--- src/rtl/core/assert_macros.svh ---
// ---------------------------------------------------------------------------
// Assertion macros
// Shared concurrent assertion forms for the culling core.
// ---------------------------------------------------------------------------
`ifndef ASSERT_MACROS_SVH
`define ASSERT_MACROS_SVH

// Clocked assertion, held off while reset is low.
`define FBC_ASSERT(lbl, clk, rst_n, prop, msg) \
    lbl: assert property (@(posedge clk) disable iff (!rst_n) prop) else $error(msg);

// Clocked assertion, checked during reset too.
`define FBC_ASSERT_ALWAYS(lbl, clk, prop, msg) \
    lbl: assert property (@(posedge clk) prop) else $error(msg);

`endif

--- src/rtl/core/fbc_pkg.sv ---
// ---------------------------------------------------------------------------
// Frustum box cull package
// Widths, register indexes and shared types of the culling core.
// ---------------------------------------------------------------------------
package fbc_pkg;

    localparam int NUM_PLANES = 6;
    localparam int NUM_REGS   = 8;
    localparam int CFG_W      = 64;
    localparam int IDX_W      = 3;
    localparam int COORD_W    = 32;
    localparam int COEF_W     = COORD_W + 1;
    localparam int PROD_W     = COEF_W + COORD_W;
    localparam int SUM_W      = PROD_W + 2;
    localparam int W_SHIFT    = 16;
    localparam int LATENCY    = 2 * NUM_PLANES + 1;

    localparam logic [IDX_W-1:0] REG_ROW0_XY = 3'd0;
    localparam logic [IDX_W-1:0] REG_ROW0_ZW = 3'd1;
    localparam logic [IDX_W-1:0] REG_ROW1_XY = 3'd2;
    localparam logic [IDX_W-1:0] REG_ROW1_ZW = 3'd3;
    localparam logic [IDX_W-1:0] REG_ROW2_XY = 3'd4;
    localparam logic [IDX_W-1:0] REG_ROW2_ZW = 3'd5;
    localparam logic [IDX_W-1:0] REG_ROW3_XY = 3'd6;
    localparam logic [IDX_W-1:0] REG_ROW3_ZW = 3'd7;

    typedef logic signed [COEF_W-1:0] t_coef;

    typedef struct packed {
        t_coef x;
        t_coef y;
        t_coef z;
        t_coef w;
    } t_plane;

    typedef struct packed {
        logic signed [COORD_W-1:0] min_x;
        logic signed [COORD_W-1:0] min_y;
        logic signed [COORD_W-1:0] min_z;
        logic signed [COORD_W-1:0] max_x;
        logic signed [COORD_W-1:0] max_y;
        logic signed [COORD_W-1:0] max_z;
    } t_box;

    typedef struct packed {
        logic valid;
        logic in_view;
    } t_ctl;

endpackage

--- src/rtl/core/fbc_cfg.sv ---
// ---------------------------------------------------------------------------
// Frustum box cull configuration
// Clip matrix registers and the six registered frustum planes.
// ---------------------------------------------------------------------------
`include "assert_macros.svh"

module fbc_cfg (
    input  logic                      i_clk,
    input  logic                      i_rst_n,
    input  logic                      i_cfg_we,
    input  logic [fbc_pkg::IDX_W-1:0] i_cfg_idx,
    input  logic [fbc_pkg::CFG_W-1:0] i_cfg_data,
    output fbc_pkg::t_plane           o_plane [fbc_pkg::NUM_PLANES]
);
    import fbc_pkg::*;

    logic [CFG_W-1:0] r_reg [NUM_REGS];
    t_plane           r_plane [NUM_PLANES];
    t_plane           n_plane [NUM_PLANES];
    t_plane           row [4];

    function automatic t_coef ext(input logic [COORD_W-1:0] v);
        return {v[COORD_W-1], v};
    endfunction

    function automatic t_plane combine(input t_plane a, input t_plane b, input logic sub);
        t_plane p;
        p.x = sub ? a.x - b.x : a.x + b.x;
        p.y = sub ? a.y - b.y : a.y + b.y;
        p.z = sub ? a.z - b.z : a.z + b.z;
        p.w = sub ? a.w - b.w : a.w + b.w;
        return p;
    endfunction

    always_ff @(posedge i_clk) begin
        if (!i_rst_n) begin
            for (int i = 0; i < NUM_REGS; i++) begin
                r_reg[i] <= '0;
            end
        end else if (i_cfg_we) begin
            r_reg[i_cfg_idx] <= i_cfg_data;
        end
    end

    always_comb begin
        for (int r = 0; r < 4; r++) begin
            row[r].x = ext(r_reg[2*r][CFG_W-1:COORD_W]);
            row[r].y = ext(r_reg[2*r][COORD_W-1:0]);
            row[r].z = ext(r_reg[2*r+1][CFG_W-1:COORD_W]);
            row[r].w = ext(r_reg[2*r+1][COORD_W-1:0]);
        end
        n_plane[0] = combine(row[3], row[0], 1'b0);
        n_plane[1] = combine(row[3], row[0], 1'b1);
        n_plane[2] = combine(row[3], row[1], 1'b0);
        n_plane[3] = combine(row[3], row[1], 1'b1);
        n_plane[4] = row[2];
        n_plane[5] = combine(row[3], row[2], 1'b1);
    end

    always_ff @(posedge i_clk) begin
        r_plane <= n_plane;
    end

    assign o_plane = r_plane;

    `FBC_ASSERT(a_row3_write, i_clk, i_rst_n,
        (i_cfg_we && i_cfg_idx == REG_ROW3_ZW) |=> (r_reg[REG_ROW3_ZW] == $past(i_cfg_data)),
        "row 3 zw register missed a write")

endmodule

--- config.mk ---
export PLATFORM = sky130hd
export DESIGN_NAME = fbc_cfg
export DESIGN_NICKNAME = d
export VERILOG_FILES = /design/src/rtl/core/fbc_pkg.sv /design/src/rtl/core/fbc_cfg.sv
export VERILOG_INCLUDE_DIRS = /design/src /design/src/rtl/core
export SDC_FILE = /design/constraint.sdc
export NUM_CORES = 2
export LEC_CHECK = 0
export BUFFER_PORTS_ARGS = -buffer_cell sky130_fd_sc_hd__buf_4
export CORE_UTILIZATION = 53
export CTS_BUF_LIST = sky130_fd_sc_hd__clkbuf_8 sky130_fd_sc_hd__clkbuf_16
export DETAILED_ROUTE_END_ITERATION = 8
export PLACE_DENSITY_LB_ADDON = 0.2
export RECOVER_POWER = 50
export SLEW_MARGIN = 0
export SYNTH_ARGS = -nofsm -noshare
export SYNTH_HDL_FRONTEND = slang
export SYNTH_SLANG_ARGS = --single-unit
--- constraint.sdc ---
create_clock -name i_clk -period 6.2 [get_ports i_clk]
set_input_delay 0.31 -clock i_clk [delete_from_list [all_inputs] [get_ports i_clk]]
set_output_delay 0.31 -clock i_clk [all_outputs]
set_load 0.01 [all_outputs]
# After elaboration in Yosys (flattened, before gate mapping)

Memory sizes are Yosys's and may differ from the RTL's.
Cells that the tools add are included.

Register bits after elaboration: 788
Memory bits (writable): 512
Bits of input ports: 70
Output and inout bits: 792
Logic and storage cells: 53
Memories: 1

Memory list:

| name  | words | width | rd ports | clocked after memory_dff | write ports | line          | text |
|---|---|---|---|---|---|---|---|
| r_reg | 8     | 64    | 8        | 0                        | 8           | fbc_cfg.sv:17 | `logic [CFG_W-1:0] r_reg [NUM_REGS];` |

Add/subtract/negate cells: 20
Multiplexer cells: 7
Reductions and logical operators: 1

Operators with widths:

| cell             | number |
|---|---|
| $sub 32x32->33   | 12 |
| $add 32x32->33   | 8 |
| $mux 64          | 1 |
| $reduce_or 64->1 | 1 |
| $mux 1           | 5 |
| $mux 3           | 1 |

# Depth between registers and ports, before layout

Depth after elaboration: 5
Mapped depth: 13
Mapped depth without buffers: 13

# Worst setup path before layout

Ideal clock, no wire load.

Path type: input to register
Start point: in i_rst_n
End point: mem r_reg[3][0] (enable)
Setup time: 574 ps
Arrival time: 5,295 ps
Data required time: 5,626 ps
Setup slack: 331 ps
Cell stages on the path: 3
Buffers on the path: 1
Path through: clkbuf_1 > nand3_1 > o21ai_0

RTL lines:

| element            | line          | text |
|---|---|---|
| start: declaration | fbc_cfg.sv:9  | `input logic i_rst_n,` |
| end: declaration   | fbc_cfg.sv:17 |  |

==> flow_metrics.env <==
export IMPL_avgSynthCellArea_um2=9.92
export IMPL_syn_area_um2=66900
export IMPL_period_share=0.671
export IMPL_period_needed_ns=4.16
export IMPL_critPathArrivalTime_ns=4.83
export IMPL_drt_iter0_markers=4042
export IMPL_status="finished, violations left"
export IMPL_vias=52500
export IMPL_drt_first_pass_iters=6
export IMPL_synth_warnings=0
export IMPL_die_area_um2=128000
export IMPL_finClkSkew_ns=0.0238
export IMPL_r2r_start="r_reg[6][1]$_SDFFCE_PN0P_"
export IMPL_cap_violations=12
export IMPL_r2r_end="o_plane[757]$_DFF_P_"
export IMPL_pwr_density_cell_nw_per_um2=342
export IMPL_tns_ns=0
export IMPL_viasPerCell=5.63
export IMPL_slowest_delay_ns=0.95
export IMPL_grt_pass1_wl_um=321000
export IMPL_netlist_instances=6746
export IMPL_largest_register_ffs=780
export IMPL_cts_sinks=1292
export IMPL_htree_num_levels=4
export IMPL_wirelength_um=224000
export IMPL_grt_setup_unrepaired="no"
export IMPL_syn_nets=7476
export IMPL_grt_max_degree=66
export IMPL_die_y_um=357
export IMPL_drv_slew=513
export IMPL_ff2ff_path_depth=11
export IMPL_cts_setup_buffers=0
export IMPL_tightest_slew_ns=3.47
export IMPL_nets=8310
export IMPL_cp_end_kind="flop"
export IMPL_cts_buffer_depth=3
export IMPL_cts_buffers=138
export IMPL_worstSetupEndpoint="o_plane[757]$_DFF_P_"
export IMPL_violations="max-capacitance violations, max-slew violations"
export IMPL_cts_tree="done"
export IMPL_die_x_um=357
export IMPL_ir_drop_v=0.000335
export IMPL_drive_gt1_frac=0.0576
export IMPL_core_area_um2=124000
export IMPL_cp_slowest_cell="a2111oi_0"
export IMPL_ant_nets=0
export IMPL_synth_ff_type="dfxtp_1"
export IMPL_rrSetupSlack_ns=2.04
export IMPL_wl_per_cell_um=24.0
export IMPL_hold_violations=0
export IMPL_grt_usage=0.340
export IMPL_fillers=10900
export IMPL_path_clk_slew_ns=0.06
export IMPL_start_util=0.538
export IMPL_cts_root_buffer_cell="clkbuf_16"
export IMPL_synth_seq_area_share=0.463
export IMPL_crit_type="reg -> reg"
export IMPL_fin_ws_ns=2.04
export IMPL_slew_headroom=-1.31
export IMPL_cp_max_fo=8
export IMPL_grt_pass1_vias=51500
export IMPL_antenna_found_initial=11
export IMPL_setup_viol=0
export IMPL_pin_count=862
export IMPL_synth_edff_count=512
export IMPL_timing_fmax_mhz=240
export IMPL_seq_area_um2=31000
export IMPL_startpoint="r_reg[6][1]$_SDFFCE_PN0P_"
export IMPL_leakage_nw=32.9
export IMPL_syn_to_final_growth_pct=15.7
export IMPL_crit_chain="ha_1, or2_2, o211ai_1, a31oi_1, a211oi_1, o22ai_1, a2111oi_0, o31ai_1, a21oi_1, o21ai_0, xnor2_1"
export IMPL_portBuffers=861
export IMPL_rows=129
export IMPL_ys_types=78
export IMPL_dp_slack_ns=2.02
export IMPL_grt_overflow_total=0
export IMPL_cts_resized=0
export IMPL_async_flop_share=0
export IMPL_drc=0
export IMPL_cp_start_kind="flop"
export IMPL_hp_class="reg -> reg"
export IMPL_required_ns=6.87
export IMPL_post_dp_hpwl_um=176000
export IMPL_multi_input_area_um2=32500
export IMPL_ys_seq_elements=1292
export IMPL_gp_congestion=0.981
export IMPL_clock_latency_ns=0.79
critical path: cells and delay by family (launching register included):
family          cells  cell delay, ns
simple gates        1            0.28
xor+xnor            1            0.14
fa+ha+maj           1            0.27
flops               1            0.55
compound gates      8            2.79
stage by stage:
step	area [µm²]	utilization	hold WS, ns	std cells	power, mW
after detailed placement	74700	0.600	0.355	9013	18.8
final	77400	0.622	0.360	9332	26.4
after global placement	74700	0.600	0.353	9013	18.8
after CTS	80100	0.644	0.0438	9331	27.4
after floorplan	66900	-	0.348	6746	14.9
after global routing	77400	0.622	0.372	9331	27.5
worst min-delay path by stage:
stage                                     startpoint                         to  slack [ns]  depth (start not counted)
after floorplan            r_reg[5][2]$_SDFFCE_PN0P_       o_plane[134]$_DFF_P_        0.35                          0
after global placement    r_reg[5][18]$_SDFFCE_PN0P_       o_plane[150]$_DFF_P_        0.35                          0
after detailed placement  r_reg[4][42]$_SDFFCE_PN0P_       o_plane[241]$_DFF_P_        0.35                          0
after CTS                                    i_rst_n  r_reg[7][0]$_SDFFCE_PN0P_        0.04                          2
after global routing      r_reg[4][17]$_SDFFCE_PN0P_       o_plane[215]$_DFF_P_        0.37                          0
final                     r_reg[4][17]$_SDFFCE_PN0P_       o_plane[215]$_DFF_P_        0.36                          0
cells in the mapped netlist (12+ instances only):
cell,count,area (µm²)
buf_4,12,90.1
clkbuf_1,231,867
nand3_1,81,405
nor3_1,109,546
a31oi_1,47,294
inv_1,653,2450
a221oi_1,24,210
nand2b_1,81,507
a211o_1,18,158
o31ai_1,54,405
a21oi_1,535,2680
a221o_1,18,180
o31a_1,15,131
or3_1,24,150
xnor2_1,467,4090
nand2_1,202,758
o21ai_0,250,1250
nor2_1,496,1860
or4_1,25,188
and3_1,23,144
a21o_1,139,1040
nand4_1,48,300
fa_1,20,400
edfxtp_1,512,15400
and2_1,529,3310
xor2_1,92,806
o21bai_1,110,826
a211oi_1,33,248
ha_1,640,8010
or2_2,14,87.6
o22ai_1,12,75.1
o41ai_1,20,175
a2111oi_0,17,149
a311oi_1,12,105
o211ai_1,39,293
o21a_1,69,518
nor4_1,34,213
nor2b_1,76,475
a21boi_0,26,195
dfxtp_1,780,15600
where the power goes:
part | switching [mW] | total [mW] | internal, mW
logic | 4.31 | 6.69 | 2.39
clock network | 3.55 | 8.55 | 5.00
registers | 0.910 | 11.2 | 10.3
cells by family after synthesis:
group	Yosys count	synth area share
adder cells (fa/ha/maj)	660	0.126
XOR/XNOR	559	0.0732
AND/OR/NAND/NOR	1788	0.139
AO/OA/AOI/OAI	1529	0.146
flip-flops	1292	0.463
multiplexers	3	0.000449
buffers and inverters	915	0.0521
timing repair:
| action | CTS | global route |
|---|---|---|
| setup endpoints to repair | 0 | 0 |
| hold endpoints to repair | 509 | 0 |
| hold buffers | 64 | 0 |
cells in the final DEF, fill, tap and decap left out, types with 25 or more instances in the layout:
cell type / count
inv_1: 678
a21o_1: 139
clkinv_2: 25
buf_4: 168
and2_1: 446
nand2_1: 202
ha_1: 640
nor2_1: 490
a21oi_1: 535
xnor2_1: 467
nor2b_1: 76
o31ai_1: 54
o21a_1: 69
a31oi_1: 47
a21boi_0: 26
clkbuf_1: 718
o21bai_1: 110
dlygate4sd3_1: 64
edfxtp_1: 512
o211ai_1: 39
nand4_1: 48
nor4_1: 34
or4_1: 25
nand2b_1: 79
dfxtp_1: 780
nor3_1: 107
a211oi_1: 33
nand3_1: 81
o21ai_0: 248
xor2_1: 92
and2_0: 83
clkbuf_16: 157
final cells by class:
type,count,area share
tap,1637,0.0265
timing repair buffer,950,0.0594
clock inverter,81,0.00787
multi-input combinational,4539,0.420
antenna,1,0.0000323
sequential,1292,0.400
inverter,659,0.0320
clock buffer,173,0.0536
routing by layer:
metal  vias to the layer above  share of wire  wire length, µm  GRT usage
met2                      2048           0.48           108000      0.584
met4                         8          0.055            12200      0.177
li1                      24900              -                -          -
met3                       465          0.086            19200     0.0929
met1                     25100           0.38            84800      0.385
met5                         -        0.00023               51          0
(Power assumes the default switching activity.)
